`src/sv/kml_pkg.sv`:
```
// ----------------------------------------------------------------------------
// kml_pkg
// Shared codes, state encoding and controller/datapath bundles for the
// k-means clustering engine.
// ----------------------------------------------------------------------------
package kml_pkg;

  // operation codes carried by an input beat
  localparam logic [2:0] OP_LOAD   = 3'd0;
  localparam logic [2:0] OP_SEED   = 3'd1;
  localparam logic [2:0] OP_RUN    = 3'd2;
  localparam logic [2:0] OP_RD_ASG = 3'd3;
  localparam logic [2:0] OP_RD_CEN = 3'd4;

  // register indexes on the APB port
  localparam logic [1:0] REG_CLUSTERS = 2'd0;
  localparam logic [1:0] REG_DIMS     = 2'd1;
  localparam logic [1:0] REG_POINTS   = 2'd2;
  localparam logic [1:0] REG_EPOCHS   = 2'd3;

  localparam logic [4:0]  RST_CLUSTERS = 5'd4;
  localparam logic [5:0]  RST_DIMS     = 6'd32;
  localparam logic [10:0] RST_POINTS   = 11'd1024;
  localparam logic [5:0]  RST_EPOCHS   = 6'd20;

  localparam int FRAC_W = 8;
  localparam int COORD_W = 9;
  localparam int CEN_W = 17;
  localparam int ASG_W = 4;

  typedef enum logic [4:0] {
    ST_CLEAR,
    ST_IDLE,
    ST_DECODE,
    ST_SEED_RD,
    ST_SEED_WR,
    ST_RD_OUT,
    ST_EP_CLR,
    ST_DIST,
    ST_DIST_WAIT,
    ST_ACC_RD,
    ST_ACC_WR,
    ST_ASSIGN,
    ST_UPD_CHK,
    ST_UPD_RD,
    ST_UPD_DIV,
    ST_UPD_WAIT,
    ST_EP_NEXT,
    ST_RUN_OUT
  } kml_state_e;

  typedef struct packed {
    logic in_rdy;
    logic pt_we;
    logic pt_re;
    logic pt_sel_req;
    logic cen_re;
    logic cen_sel_req;
    logic cen_we_seed;
    logic cen_we_upd;
    logic sum_re;
    logic sum_sel_best;
    logic sum_we_clr;
    logic sum_we_acc;
    logic asg_re;
    logic asg_we_clr;
    logic asg_we_run;
    logic cnt_clr;
    logic cnt_inc;
    logic dist_vld;
    logic dist_first;
    logic dist_last;
    logic div_start;
    logic out_ld_asg;
    logic out_ld_cen;
    logic out_ld_run;
  } kml_cmd_t;

  typedef struct packed {
    logic       in_vld;
    logic [2:0] op;
    logic       load_ok;
    logic       seed_ok;
    logic       dist_busy;
    logic       cnt_zero;
    logic       div_done;
    logic       out_free;
  } kml_stat_t;

endpackage

```
`src/sv/kml_ctrl.sv`:
```
// ----------------------------------------------------------------------------
// kml_ctrl
// Sequencer: walks operations, epochs, points, clusters and dimensions and
// drives the datapath through the command bundle.
// ----------------------------------------------------------------------------
module kml_ctrl import kml_pkg::*; #(
  parameter int MAX_POINTS   = 1024,
  parameter int MAX_CLUSTERS = 16,
  parameter int MAX_DIMS     = 32
) (
  input  logic                                        clk_i,
  input  logic                                        rst_ni,
  input  logic [$clog2(MAX_CLUSTERS)-1:0]             k_last_i,
  input  logic [((MAX_DIMS > 1) ? $clog2(MAX_DIMS) : 1)-1:0] d_last_i,
  input  logic [$clog2(MAX_POINTS)-1:0]               n_last_i,
  input  logic [5:0]                                  e_last_i,
  input  kml_stat_t                                   stat_i,
  output kml_cmd_t                                    cmd_o,
  output logic [$clog2(MAX_POINTS)-1:0]               p_o,
  output logic [$clog2(MAX_CLUSTERS)-1:0]             c_o,
  output logic [((MAX_DIMS > 1) ? $clog2(MAX_DIMS) : 1)-1:0] d_o
);
  localparam int PW  = $clog2(MAX_POINTS);
  localparam int CLW = $clog2(MAX_CLUSTERS);
  localparam int DW  = (MAX_DIMS > 1) ? $clog2(MAX_DIMS) : 1;

  kml_state_e     s_q, s_d;
  logic [PW-1:0]  p_q, p_d;
  logic [CLW-1:0] c_q, c_d;
  logic [DW-1:0]  d_q, d_d;
  logic [5:0]     e_q, e_d;
  logic           d_end, c_end, p_end;

  assign d_end = d_q == d_last_i;
  assign c_end = c_q == k_last_i;
  assign p_end = p_q == n_last_i;

  always_ff @(posedge clk_i or negedge rst_ni) begin
    if (!rst_ni) begin
      s_q <= ST_CLEAR;
      p_q <= '0;
      c_q <= '0;
      d_q <= '0;
      e_q <= '0;
    end else begin
      s_q <= s_d;
      p_q <= p_d;
      c_q <= c_d;
      d_q <= d_d;
      e_q <= e_d;
    end
  end

  always_comb begin
    s_d = s_q;
    p_d = p_q;
    c_d = c_q;
    d_d = d_q;
    e_d = e_q;
    case (s_q)
      ST_CLEAR: begin
        if (p_q == PW'(MAX_POINTS - 1)) begin
          p_d = '0;
          s_d = ST_IDLE;
        end else begin
          p_d = p_q + PW'(1);
        end
      end
      ST_IDLE: begin
        if (stat_i.in_vld) begin
          s_d = ST_DECODE;
        end
      end
      ST_DECODE: begin
        case (stat_i.op)
          OP_SEED: begin
            d_d = '0;
            s_d = stat_i.seed_ok ? ST_SEED_RD : ST_IDLE;
          end
          OP_RUN: begin
            e_d = '0;
            c_d = '0;
            d_d = '0;
            s_d = ST_EP_CLR;
          end
          OP_RD_ASG: s_d = ST_RD_OUT;
          OP_RD_CEN: s_d = ST_RD_OUT;
          default:   s_d = ST_IDLE;
        endcase
      end
      ST_SEED_RD: s_d = ST_SEED_WR;
      ST_SEED_WR: begin
        if (d_end) begin
          s_d = ST_IDLE;
        end else begin
          d_d = d_q + DW'(1);
          s_d = ST_SEED_RD;
        end
      end
      ST_RD_OUT: begin
        if (stat_i.out_free) begin
          s_d = ST_IDLE;
        end
      end
      ST_EP_CLR: begin
        if (d_end) begin
          d_d = '0;
          if (c_end) begin
            c_d = '0;
            p_d = '0;
            s_d = ST_DIST;
          end else begin
            c_d = c_q + CLW'(1);
          end
        end else begin
          d_d = d_q + DW'(1);
        end
      end
      ST_DIST: begin
        if (d_end) begin
          d_d = '0;
          if (c_end) begin
            c_d = '0;
            s_d = ST_DIST_WAIT;
          end else begin
            c_d = c_q + CLW'(1);
          end
        end else begin
          d_d = d_q + DW'(1);
        end
      end
      ST_DIST_WAIT: begin
        if (!stat_i.dist_busy) begin
          d_d = '0;
          s_d = ST_ACC_RD;
        end
      end
      ST_ACC_RD: s_d = ST_ACC_WR;
      ST_ACC_WR: begin
        if (d_end) begin
          s_d = ST_ASSIGN;
        end else begin
          d_d = d_q + DW'(1);
          s_d = ST_ACC_RD;
        end
      end
      ST_ASSIGN: begin
        c_d = '0;
        d_d = '0;
        if (p_end) begin
          s_d = (e_q == e_last_i) ? ST_RUN_OUT : ST_UPD_CHK;
        end else begin
          p_d = p_q + PW'(1);
          s_d = ST_DIST;
        end
      end
      ST_UPD_CHK: begin
        d_d = '0;
        if (!stat_i.cnt_zero) begin
          s_d = ST_UPD_RD;
        end else if (c_end) begin
          s_d = ST_EP_NEXT;
        end else begin
          c_d = c_q + CLW'(1);
        end
      end
      ST_UPD_RD:  s_d = ST_UPD_DIV;
      ST_UPD_DIV: s_d = ST_UPD_WAIT;
      ST_UPD_WAIT: begin
        if (stat_i.div_done) begin
          if (!d_end) begin
            d_d = d_q + DW'(1);
            s_d = ST_UPD_RD;
          end else if (c_end) begin
            s_d = ST_EP_NEXT;
          end else begin
            c_d = c_q + CLW'(1);
            s_d = ST_UPD_CHK;
          end
        end
      end
      ST_EP_NEXT: begin
        e_d = e_q + 6'd1;
        c_d = '0;
        d_d = '0;
        s_d = ST_EP_CLR;
      end
      ST_RUN_OUT: begin
        if (stat_i.out_free) begin
          s_d = ST_IDLE;
        end
      end
      default: s_d = ST_IDLE;
    endcase
  end

  always_comb begin
    cmd_o = '0;
    case (s_q)
      ST_CLEAR: cmd_o.asg_we_clr = 1'b1;
      ST_IDLE:  cmd_o.in_rdy = 1'b1;
      ST_DECODE: begin
        cmd_o.pt_we       = (stat_i.op == OP_LOAD) && stat_i.load_ok;
        cmd_o.asg_re      = stat_i.op == OP_RD_ASG;
        cmd_o.cen_re      = stat_i.op == OP_RD_CEN;
        cmd_o.cen_sel_req = 1'b1;
      end
      ST_SEED_RD: begin
        cmd_o.pt_re      = 1'b1;
        cmd_o.pt_sel_req = 1'b1;
      end
      ST_SEED_WR: cmd_o.cen_we_seed = 1'b1;
      ST_RD_OUT: begin
        cmd_o.out_ld_asg = stat_i.out_free && (stat_i.op == OP_RD_ASG);
        cmd_o.out_ld_cen = stat_i.out_free && (stat_i.op == OP_RD_CEN);
      end
      ST_EP_CLR: begin
        cmd_o.sum_we_clr = 1'b1;
        cmd_o.cnt_clr    = 1'b1;
      end
      ST_DIST: begin
        cmd_o.pt_re      = 1'b1;
        cmd_o.cen_re     = 1'b1;
        cmd_o.dist_vld   = 1'b1;
        cmd_o.dist_first = d_q == '0;
        cmd_o.dist_last  = d_end;
      end
      ST_ACC_RD: begin
        cmd_o.pt_re        = 1'b1;
        cmd_o.sum_re       = 1'b1;
        cmd_o.sum_sel_best = 1'b1;
      end
      ST_ACC_WR: begin
        cmd_o.sum_we_acc   = 1'b1;
        cmd_o.sum_sel_best = 1'b1;
      end
      ST_ASSIGN: begin
        cmd_o.asg_we_run = 1'b1;
        cmd_o.cnt_inc    = 1'b1;
      end
      ST_UPD_RD:   cmd_o.sum_re = 1'b1;
      ST_UPD_DIV:  cmd_o.div_start = 1'b1;
      ST_UPD_WAIT: cmd_o.cen_we_upd = stat_i.div_done;
      ST_RUN_OUT:  cmd_o.out_ld_run = stat_i.out_free;
      default:     cmd_o = '0;
    endcase
  end

  assign p_o = p_q;
  assign c_o = c_q;
  assign d_o = d_q;
endmodule

```
`config.mk`:
```
export PLATFORM = sky130hd
export DESIGN_NAME = kml_ctrl
export DESIGN_NICKNAME = d
export VERILOG_FILES = /design/src/sv/kml_pkg.sv /design/src/sv/kml_ctrl.sv
export SDC_FILE = /design/constraint.sdc
export NUM_CORES = 1
export LEC_CHECK = 0
export BUFFER_PORTS_ARGS = -buffer_cell sky130_fd_sc_hd__buf_4
export CORE_MARGIN = 1
export CORE_UTILIZATION = 40
export DETAILED_ROUTE_END_ITERATION = 8
export MAX_ROUTING_LAYER = met4
export SYNTH_ARGS = -nofsm -noshare
export SYNTH_HDL_FRONTEND = slang
export SYNTH_SLANG_ARGS = --single-unit
```
`constraint.sdc`:
```
create_clock -name clk_i -period 2.49 [get_ports clk_i]
set_input_delay 0.1245 -clock clk_i [delete_from_list [all_inputs] [get_ports clk_i]]
set_output_delay 0.1245 -clock clk_i [all_outputs]
set_load 0.03 [all_outputs]
```
==> results.txt, run 1 <==
setup repair after global routing missed its margin: no
Comb power frac: 63.8%
drt pass-1 iters: 4
DRC violation total after the first TritonRoute iteration: 147
endpoint arrival time on the critical path: 2.53 ns
Post-synth ARST share: 100%
drt total wl: 8.12 mm
Placed Cells incl. Taps: 507
final setup violating endpoints: 0
average wire per cell in the routed design: 15.7 um
clock tree from TritonCTS: done
total track usage: 24.3%
net switching share of the total power: 49.2%
cell-by-cell trace of the critical path: xor2_1 > nor4_1 > nand4_1 > o21ai_0 > or4b_1 > mux2_2
count of final hold-check violations: 0
required time of the critical path: 2.67 ns
number of buffers created by CTS: 5
GPL Wtd Cong: 0.914
sequential power share: 24.0%
I/O pin count: 80
H-tree depth reported by CTS: 2
worst-case headroom to the max-slew limit: 60.1%
startpoint type of the worst setup path: flip-flop
sequential element share of the synthesized area: 28.3%
Slowest Stage Delay on Critical Path: 0.47 ns
power share of the clock group: 12.2%
critical path class: reg2reg
buffers inserted by post-CTS timing repair: 0
power density over the cells: 981 mW/mm2
global route total overflow: 0
synth top area cells: dfrtp_1 (28%), xnor2_1 (6.3%), nor2_1 (5.4%), xor2_1 (4.9%), nand3_1 (4.5%)
Crit path buffers/inverters: 0
number of core rows: 29
Slew Limit Fails: 0
outcome: finished clean
Via density: 5.59
Crit-path slowest cell: or4b_1
area of all placed cells without fillers: 0.00359 mm2
number of warnings issued by yosys: 0
top fanout value on the critical path: 7
Worst Tran Pin Value: 0.598 ns
number of cells on the worst reg-to-reg path: 6
post-route DRC violation count: 0
clock tree skew after final layout: 0.00745 ns
maximum operating frequency: 0.425 GHz
cell chosen for the clock root: clkbuf_8
CORE AREA: 0.00639 mm2
area fraction of the dominant cell type after synthesis: 28.3%
CTS clock-pin slew for the worst setup and hold paths: 0.08 ns
number of sinks on the clock net: 30
clock latency at the later pin of the worst-skew pair: 0.29 ns
minimum setup slack after placement: 0.154 ns
number of max-cap violations: 0
number of global-route vias before repair: 2745
post-layout minimum cycle time: 2.35 ns
post-synthesis instance area: 0.00266 mm2
ant diodes: 0
wire length of the first global-routing pass: 13.2 mm
switching power summed over all nets: 1.73 mW
type of destination of the critical path: flip-flop
Area Growth Syn to Fin: 35.1%
Primary FF master, synth: dfrtp_1
die boundary height: 83.5 um
Syn Area/Cell: 7.84 um2
Critical R2R Launch: p_o[8]$_DFFE_PN0P_
number of enable-type register cells in the synthesized netlist: 0
fraction of layout instances using a drive strength above 1: 29.2%
maximum count of clock buffers along a single path: 2
worst reg2reg path endpoint: s_q[2]$_DFFE_PN0P_
Die Outline Area: 0.00697 mm2
Synth Net Count: 381
flop-to-flop setup slack: 0.14 ns
number of flip-flops and latches in the synthesized netlist: 30
final period utilization: 94.5%
Yosys top cell by area: dfrtp_1
dpl hpwl: 6.44 mm
maximum ir drop on the vdd rail: 0.000597 V
Port Buffer Count: 79
initial antenna violation count: 0
leak pwr: 1.69 nW
total via count in the routed design: 2884
Post-Layout Cell Count: 516
number of unique standard cell types used by synthesis: 63
chip width: 83.5 um
cell type group with the largest total delay on the critical path: simple AND/OR/NAND/NOR gates
design internal power: 1.79 mW
post-route antenna net violation count: 0
largest net degree at the start of global routing: 31
Setup Total Neg Slack: 0 ns
initial core utilization: 41.6%
Final nets: 480
path class of the lowest-slack min-delay path: in2async
Final Worst Setup Slack: 0.138 ns
Post-DP Area: 0.00347 mm2
cell count after synthesis: 339
-- Yosys cell counts, drive strengths merged, types with 2 or more instances --
library cell	count
nor2	38
dfrtp	30
nand2	30
nand3	24
o21ai	24
xnor2	19
a21oi	16
xor2	15
inv	13
nand2b	11
nor4	11
nor3	10
buf	9
clkbuf	7
and3	5
ha	5
nand4	5
nor2b	5
o221ai	5
or4	4
and2	3
mux2	3
mux2i	3
o211a	3
o22ai	3
o31ai	3
a211oi	2
a31oi	2
and4	2
nor3b	2
nor4b	2
o21a	2
o21bai	2
or2	2
or3	2
-- how the worst max path moves through the flow --
stage | startpoint | end | depth (start not counted)
6_report | p_o[8]$_DFFE_PN0P_ | s_q[2]$_DFFE_PN0P_ | 6
5_1_grt | c_o[0]$_DFFE_PN0P_ | p_o[7]$_DFFE_PN0P_ | 6
4_1_cts | s_q[3]$_DFFE_PN0P_ | c_o[2]$_DFFE_PN0P_ | 7
3_5_place_dp | s_q[3]$_DFFE_PN0P_ | c_o[2]$_DFFE_PN0P_ | 7
3_3_place_gp | p_o[8]$_DFFE_PN0P_ | s_q[2]$_DFFE_PN0P_ | 6
2_1_floorplan | p_o[2]$_DFFE_PN0P_ | s_q[2]$_DFFE_PN0P_ | 6
-- sequential cells by signal (all words and copies together), names as in the netlist --
name / cells
p_o: 10
e_q: 6
d_o: 5
s_q: 5
c_o: 4
-- power groups by stage --
| stage | clock (mW) | combinational [mW] | sequential (mW) |
|---|---|---|---|
| after global routing | 0.462 | 2.46 | 0.874 |
| final | 0.429 | 2.24 | 0.847 |
| after CTS | 0.437 | 2.22 | 0.843 |
| after global placement | 0 | 2.22 | 0.851 |
| after detailed placement | 0 | 2.21 | 0.852 |
| after floorplan | 0 | 1.40 | 0.905 |
-- cells by family after synthesis --
logic type,after synthesis,synth area share [%]
AND/OR/NAND/NOR,161,32.6
AO/OA/AOI/OAI,74,18.0
XOR/XNOR,34,11.2
flip-flops,30,28.3
buffers and inverters,29,5.13
multiplexers,6,2.40
adder cells (fa/ha/maj),5,2.36
-- cell type report --
cell class	count	area [um2]
Clock buffer	6	82.6
Tap cell	77	96.3
Sequential cell	30	752
Clock inverter	2	12.5
Multi-Input combinational cell	280	1780
Fill cell	618	2800
Timing Repair Buffer	108	813
Inverter	13	48.8
-- per-layer routing --
metal / global-route usage [%] / wire [um] / share of wire (%)
met5: - / 0 / 0
met4: 8.78 / 223 / 2.7
met3: 3.86 / 463 / 5.7
met2: 38.9 / 3770 / 46
met1: 31.3 / 3660 / 45
-- per-stage QoR --
step                total power, mW  hold slack (ns)  util (%)
detailed placement             3.07           0.0789      54.3
floorplan                      2.30           -0.171         -
global route                   3.79            0.316      56.2
finish                         3.52            0.305      56.2
CTS                            3.50            0.282      56.0
global placement               3.07           0.0808      54.3
-- what timing repair did --
action	CTS	global route
hold buffers	1	0
resized for setup	0	3
endpoints found under the hold margin	30	0
setup endpoints to repair	0	6
-- layout by cell type, fill, tap and decap left out, types with 4 or more instances in the layout --
cell type,n
nor3_1,9
ha_1,5
clkbuf_8,6
nor2_1,38
nand2_1,29
dfrtp_1,29
o21ai_0,21
o221ai_1,5
nor4_1,10
and3_1,5
or4_1,4
inv_1,13
xnor2_1,19
a21oi_1,16
buf_4,107
nor2b_1,5
xor2_1,15
nand3_1,24
nand4_1,5
nand2b_1,10
Power figures use the tool's default switching activity.
==> run 2: changes to the inputs <==
Settings changed: PLACE_DENSITY set to 0.68.
==> run 2 against run 1 <==
  * Die area unchanged
  * Register-to-register slack barely moved
  * Sequential power up 3.8%
  * Clock skew is 0.00074 ns lower
  * Final cell count shrank 0.39%
  * Via count decreased by 0.66%
  * Worst hold slack lost 0.0039 ns
  * Combinational power is 3% lower
  * Total power decreased by 1.4%
==> results.txt, run 2 (same netlist as run 1, synthesis figures left out) <==
maximum count of clock buffers along a single path: 2 (unchanged)
Setup Total Neg Slack: 0 ns (unchanged)
number of max-cap violations: 0 (unchanged)
Via density: 5.57 (-0.27%)
area of all placed cells without fillers: 0.00356 mm2 (-0.66%)
Placed Cells incl. Taps: 505 (-0.39%)
CORE AREA: 0.00639 mm2 (unchanged)
total via count in the routed design: 2865 (-0.66%)
Post-DP Area: 0.00345 mm2 (-0.43%)
largest net degree at the start of global routing: 31 (unchanged)
commonest non-fill, non-tap cell in the layout: buf_4
final period utilization: 95.0% (+0.51 points)
critical path class: reg2reg
Die Outline Area: 0.00697 mm2 (unchanged)
post-route antenna net violation count: 0 (unchanged)
clock latency at the later pin of the worst-skew pair: 0.28 ns (about the same)
min-delay src: stat_i[6]
met1 layer usage reported by global route: 30.5% (-0.84 points)
leak pwr: 1.67 nW (-1.2%)
number of buffers created by CTS: 5 (unchanged)
post-layout minimum cycle time: 2.36 ns (+0.0127 ns)
sequential power share: 25.3% (+1.3 points)
fraction of layout instances using a drive strength above 1: 28.8% (-0.32 points)
switching power summed over all nets: 1.71 mW (-1.3%)
GPL Wtd Cong: 0.998 (+9.2%)
clock tree skew after final layout: 0.00671 ns (-0.000741 ns)
number of core rows: 29 (unchanged)
CTS clock-pin slew for the worst setup and hold paths: 0.07 ns (about the same)
post-route DRC violation count: 0 (unchanged)
design internal power: 1.76 mW (-1.5%)
Slew Limit Fails: 0 (unchanged)
Comb power frac: 62.8% (-1.0 points)
global-route layer with the greatest usage: met2
wire length of the first global-routing pass: 13.3 mm (+0.73%)
average wire per cell in the routed design: 15.8 um (+0.22%)
outcome: finished clean
global route total overflow: 0 (unchanged)
clock tree from TritonCTS: done
buffers inserted by post-CTS timing repair: 0 (unchanged)
drt total wl: 8.11 mm (-0.17%)
DRC violation total after the first TritonRoute iteration: 133 (-9.5%)
I/O pin count: 80 (unchanged)
power share of the clock group: 11.9% (-0.3 points)
cell chosen for the clock root: clkbuf_8
worst-case headroom to the max-slew limit: 65.5% (+5.4 points)
net switching share of the total power: 49.3% (about the same)
power density over the cells: 974 mW/mm2 (-0.72%)
chip width: 83.5 um (unchanged)
highest-count cells in the layout ignoring fill and taps: buf_4 (105), nor2_1 (38), nand2_1 (29), dfrtp_1 (29), nand3_1 (24)
total track usage: 24.3% (-0.039 points)
startpoint type of the worst setup path: flip-flop
top fanout value on the critical path: 9 (+2)
path class of the lowest-slack min-delay path: in2reg
Area Growth Syn to Fin: 34.2%
required time of the critical path: 2.70 ns (+0.03 ns)
Critical R2R Launch: s_q[4]$_DFFE_PN0P_
Worst Tran Pin Value: 0.518 ns (-0.0794 ns)
maximum operating frequency: 0.423 GHz (-0.54%)
met3 capacity usage during global routing: 3.86% (unchanged)
final setup violating endpoints: 0 (unchanged)
number of global-route vias before repair: 2784 (+1.4%)
ant diodes: 0 (unchanged)
type of destination of the critical path: flip-flop
dpl hpwl: 6.42 mm (-0.33%)
H-tree depth reported by CTS: 2 (unchanged)
Final nets: 478 (-0.42%)
CP Launch Point: s_q[4]$_DFFE_PN0P_
grt met2 use: 40.4% (+1.5 points)
endpoint arrival time on the critical path: 2.58 ns (+0.05 ns)
drt pass-1 iters: 4 (unchanged)
Port Buffer Count: 79 (unchanged)
maximum ir drop on the vdd rail: 0.000525 V (-12%)
max FFs per register: 10 (unchanged)
initial antenna violation count: 0 (unchanged)
Post-Layout Cell Count: 514 (-0.39%)
initial core utilization: 41.6% (unchanged)
number of sinks on the clock net: 30 (unchanged)
die boundary height: 83.5 um (unchanged)
count of final hold-check violations: 0 (unchanged)
setup repair after global routing missed its margin: no
-- run 2: timing repair --
| action | CTS | global route |
|---|---|---|
| hold buffers | 1 | 0 |
| resized for setup | 0 | 2 |
| endpoints found under the hold margin | 30 | 0 |
| setup endpoints to repair | 0 | 14 |
-- run 2: per-layer routing --
layer | vias to the layer above | share of wire, %
met5 | - | 0
met3 | 10 | 4.9
li1 | 1418 | -
met1 | 1351 | 44
met2 | 86 | 49
met4 | 0 | 1.9
-- run 2: critical path: stages (launching register included) --
cell and delay (ns):
dfrtp_1 0.48, buf_4 0.20, nor2b_1 0.36, o21ai_1 0.12, o211a_1 0.14, or4_1 0.65
nand2b_4 0.20, o21ai_1 0.13
-- run 2: power by group through the flow --
| stage | clock network, mW | logic (mW) | registers (mW) |
|---|---|---|---|
| CTS | 0.422 | 2.17 | 0.869 |
| floorplan | 0 | 1.40 | 0.905 |
| detailed placement | 0 | 2.16 | 0.877 |
| global route | 0.443 | 2.38 | 0.911 |
| finish | 0.413 | 2.18 | 0.879 |
| global placement | 0 | 2.14 | 0.870 |
-- run 2: final timing paths --
check	endpoint	slack (ns)	depth (start not counted)
max in group asynchronous	s_q[1]$_DFFE_PN0P_	1.86	2
min	e_q[4]$_DFFE_PN0P_	0.30	4
min in group asynchronous	e_q[3]$_DFFE_PN0P_	0.32	2
max	c_o[2]$_DFFE_PN0P_	0.13	7
min reg2reg	e_q[5]$_DFFE_PN0P_	0.52	1
max reg2reg	c_o[2]$_DFFE_PN0P_	0.13	7
-- run 2: metrics by stage --
stage / worst slack (ns) / total power [mW] / hold slack, ns / util (%)
floorplan: 0.230 / 2.30 / -0.171 / -
global placement: 0.210 / 3.02 / 0.0861 / 54.1
detailed placement: 0.0945 / 3.04 / 0.0879 / 54.1
CTS: 0.110 / 3.46 / 0.307 / 55.7
global route: 0.0122 / 3.73 / 0.319 / 55.8
finish: 0.125 / 3.47 / 0.301 / 55.8
-- run 2: layout make-up --
cell class	count	area (um2)
inverters	13	48.8
multi-input cells	280	1770
clock inverters	2	12.5
well taps	77	96.3
fillers	616	2820
flip-flops and latches	30	752
repair buffers	106	798
clock buffers	6	82.6
==> run 3: changes to the inputs <==
Settings changed: RECOVER_POWER set to 100.
==> run 3 against run 2 <==
  * The run now ends with max-capacitance violations, max-slew violations left
  * Wire length shrank 0.41%
  * Design area shrank 4.7%
  * Register-to-register slack lost 0.03 ns
  * Non-clock buffer count is the same
  * Sequential power shrank 0.6%
  * Critical endpoint unchanged
  * Largest cell class unchanged
  * Highest routed layer unchanged
==> results.txt, run 3 (same netlist as run 1, synthesis figures left out) <==
most repeated library cell on the critical path: o21ai_1
worst-case headroom to the max-slew limit: -15.9% (-81 points)
sequential power share: 26.2% (+0.9 points)
die boundary height: 83.5 um (unchanged)
Port Buffer Count: 79 (unchanged)
Setup Total Neg Slack: 0 ns (unchanged)
clock tree skew after final layout: 0.00542 ns (-0.00129 ns)
maximum ir drop on the vdd rail: 0.000471 V (-10%)
count of final hold-check violations: 0 (unchanged)
highest-count cells in the layout ignoring fill and taps: buf_4 (63), nor2_1 (38), clkbuf_1 (38)
fraction of layout instances using a drive strength above 1: 19.5% (-9.4 points)
post-layout minimum cycle time: 2.39 ns (+0.0277 ns)
largest net degree at the start of global routing: 31 (unchanged)
Die Outline Area: 0.00697 mm2 (unchanged)
worst slack on hold paths: 0.315 ns (+0.0135 ns)
wire length of the first global-routing pass: 13.3 mm (unchanged)
CP Launch Point: s_q[4]$_DFFE_PN0P_
Crit-path slowest cell: or4_1
final period utilization: 96.1% (+1.1 points)
top fanout value on the critical path: 9 (unchanged)
number of max-cap violations: 1 (+1)
Slew Limit Fails: 31 (+31)
Worst Tran Pin Value: 1.74 ns (+1.22 ns)
failing checks: max-capacitance violations, max-slew violations
critical path class: reg2reg
initial core utilization: 41.6% (unchanged)
cell depth of the worst hold path: 4 (unchanged)
buffers inserted by post-CTS timing repair: 0 (unchanged)
initial antenna violation count: 0 (unchanged)
total track usage: 24.3% (unchanged)
dpl hpwl: 6.42 mm (unchanged)
max FFs per register: 10 (unchanged)
GPL Wtd Cong: 0.998 (unchanged)
H-tree depth reported by CTS: 2 (unchanged)
leak pwr: 1.51 nW (-10%)
Crit path depth: 7 (unchanged)
post-route DRC violation count: 0 (unchanged)
setup repair after global routing missed its margin: no
number of fill cells: 654 (+6.2%)
design internal power: 1.63 mW (-7.4%)
clock latency at the later pin of the worst-skew pair: 0.28 ns (about the same)
endpoint arrival time on the critical path: 2.61 ns (+0.03 ns)
net switching share of the total power: 51.0% (+1.8 points)
startpoint type of the worst setup path: flip-flop
global route total overflow: 0 (unchanged)
average wire per cell in the routed design: 15.7 um (-0.41%)
Slowest Stage Delay on Critical Path: 0.65 ns (about the same)
chip width: 83.5 um (unchanged)
switching power summed over all nets: 1.70 mW (-0.61%)
commonest non-fill, non-tap cell in the layout: buf_4
power density over the cells: 981 mW/mm2 (+0.71%)
DRC violation total after the first TritonRoute iteration: 150 (+13%)
Via density: 5.63 (+0.94%)
cell-by-cell trace of the critical path: buf_4 > nor2b_1 > o21ai_1 > o211a_1 > or4_1 > nand2b_1 > o21ai_1
total via count in the routed design: 2892 (+0.94%)
outcome: finished with violations
post-route antenna net violation count: 0 (unchanged)
maximum operating frequency: 0.418 GHz (-1.2%)
min-delay src: stat_i[6]
cell type group with the largest total delay on the critical path: simple AND/OR/NAND/NOR gates
drt total wl: 8.07 mm (-0.41%)
number of global-route vias before repair: 2784 (unchanged)
Final nets: 478 (unchanged)
cell chosen for the clock root: clkbuf_8
type of destination of the critical path: flip-flop
required time of the critical path: 2.70 ns (about the same)
power share of the clock group: 12.4% (+0.5 points)
path class of the lowest-slack min-delay path: in2reg
CTS clock-pin slew for the worst setup and hold paths: 0.07 ns (about the same)
CORE AREA: 0.00639 mm2 (unchanged)
clock tree from TritonCTS: done
Crit path buffers/inverters: 1 (unchanged)
I/O pin count: 80 (unchanged)
number of cells on the worst reg-to-reg path: 7 (unchanged)
Area Growth Syn to Fin: 27.9%
Comb power frac: 61.4% (-1.4 points)
number of sinks on the clock net: 30 (unchanged)
ant diodes: 0 (unchanged)
number of core rows: 29 (unchanged)
Critical R2R Launch: s_q[4]$_DFFE_PN0P_
final setup violating endpoints: 0 (unchanged)
number of buffers created by CTS: 5 (unchanged)
maximum count of clock buffers along a single path: 2 (unchanged)
drt pass-1 iters: 5 (+1)
## run 3: layout make-up
cell class	instances	area [um2]	area share, %
tap	77	96.3	2.84
clock inverter	2	12.5	0.368
multi-input combinational	280	1760	51.7
clock buffer	6	82.6	2.43
sequential	30	752	22.1
timing repair buffer	106	648	19.1
inverter	13	48.8	1.44
## run 3: worst min-delay path, stage by stage
cell and delay, ns:
buf_4 0.12, nor3_1 0.07, clkbuf_1 0.14, nor2_1 0.11
## run 3: worst paths after layout
path / end / slack [ns]
worst min-delay path: e_q[4]$_DFFE_PN0P_ / 0.31
min in group asynchronous: s_q[2]$_DFFE_PN0P_ / 0.84
worst max register to register: c_o[2]$_DFFE_PN0P_ / 0.1
max in group asynchronous: s_q[1]$_DFFE_PN0P_ / 0.53
worst min register to register: e_q[5]$_DFFE_PN0P_ / 0.52
worst max-delay path: c_o[2]$_DFFE_PN0P_ / 0.1
## run 3: layer usage
| layer | GRT usage (%) | wire length, um |
|---|---|---|
| met4 | 7.55 | 140 |
| met3 | 3.86 | 410 |
| met1 | 30.5 | 3550 |
| met2 | 40.4 | 3970 |
| met5 | - | 0 |
## run 3: power by group through the flow
stage	logic [mW]	registers, mW	clock network (mW)
floorplan	1.40	0.905	0
global placement	2.14	0.870	0
detailed placement	2.16	0.877	0
CTS	2.17	0.869	0.422
global route	2.24	0.909	0.443
finish	2.05	0.874	0.413
## run 3: repair_timing
| item | in CTS | in global routing |
|---|---|---|
| endpoints found under the setup margin | 0 | 14 |
| hold buffers | 1 | 0 |
| gates resized for setup | 0 | 2 |
| endpoints found under the hold margin | 30 | 0 |
## run 3: stage by stage
step	worst slack, ns	utilization, %	cells	cell area [um2]	power (mW)
3_3_place_gp	0.210	54.1	505	3450	3.02
2_1_floorplan	0.230	-	339	2660	2.30
4_1_cts	0.110	55.7	514	3560	3.46
6_report	0.0976	53.2	514	3400	3.33
3_5_place_dp	0.0945	54.1	505	3450	3.04
5_1_grt	0.0118	53.2	514	3400	3.59
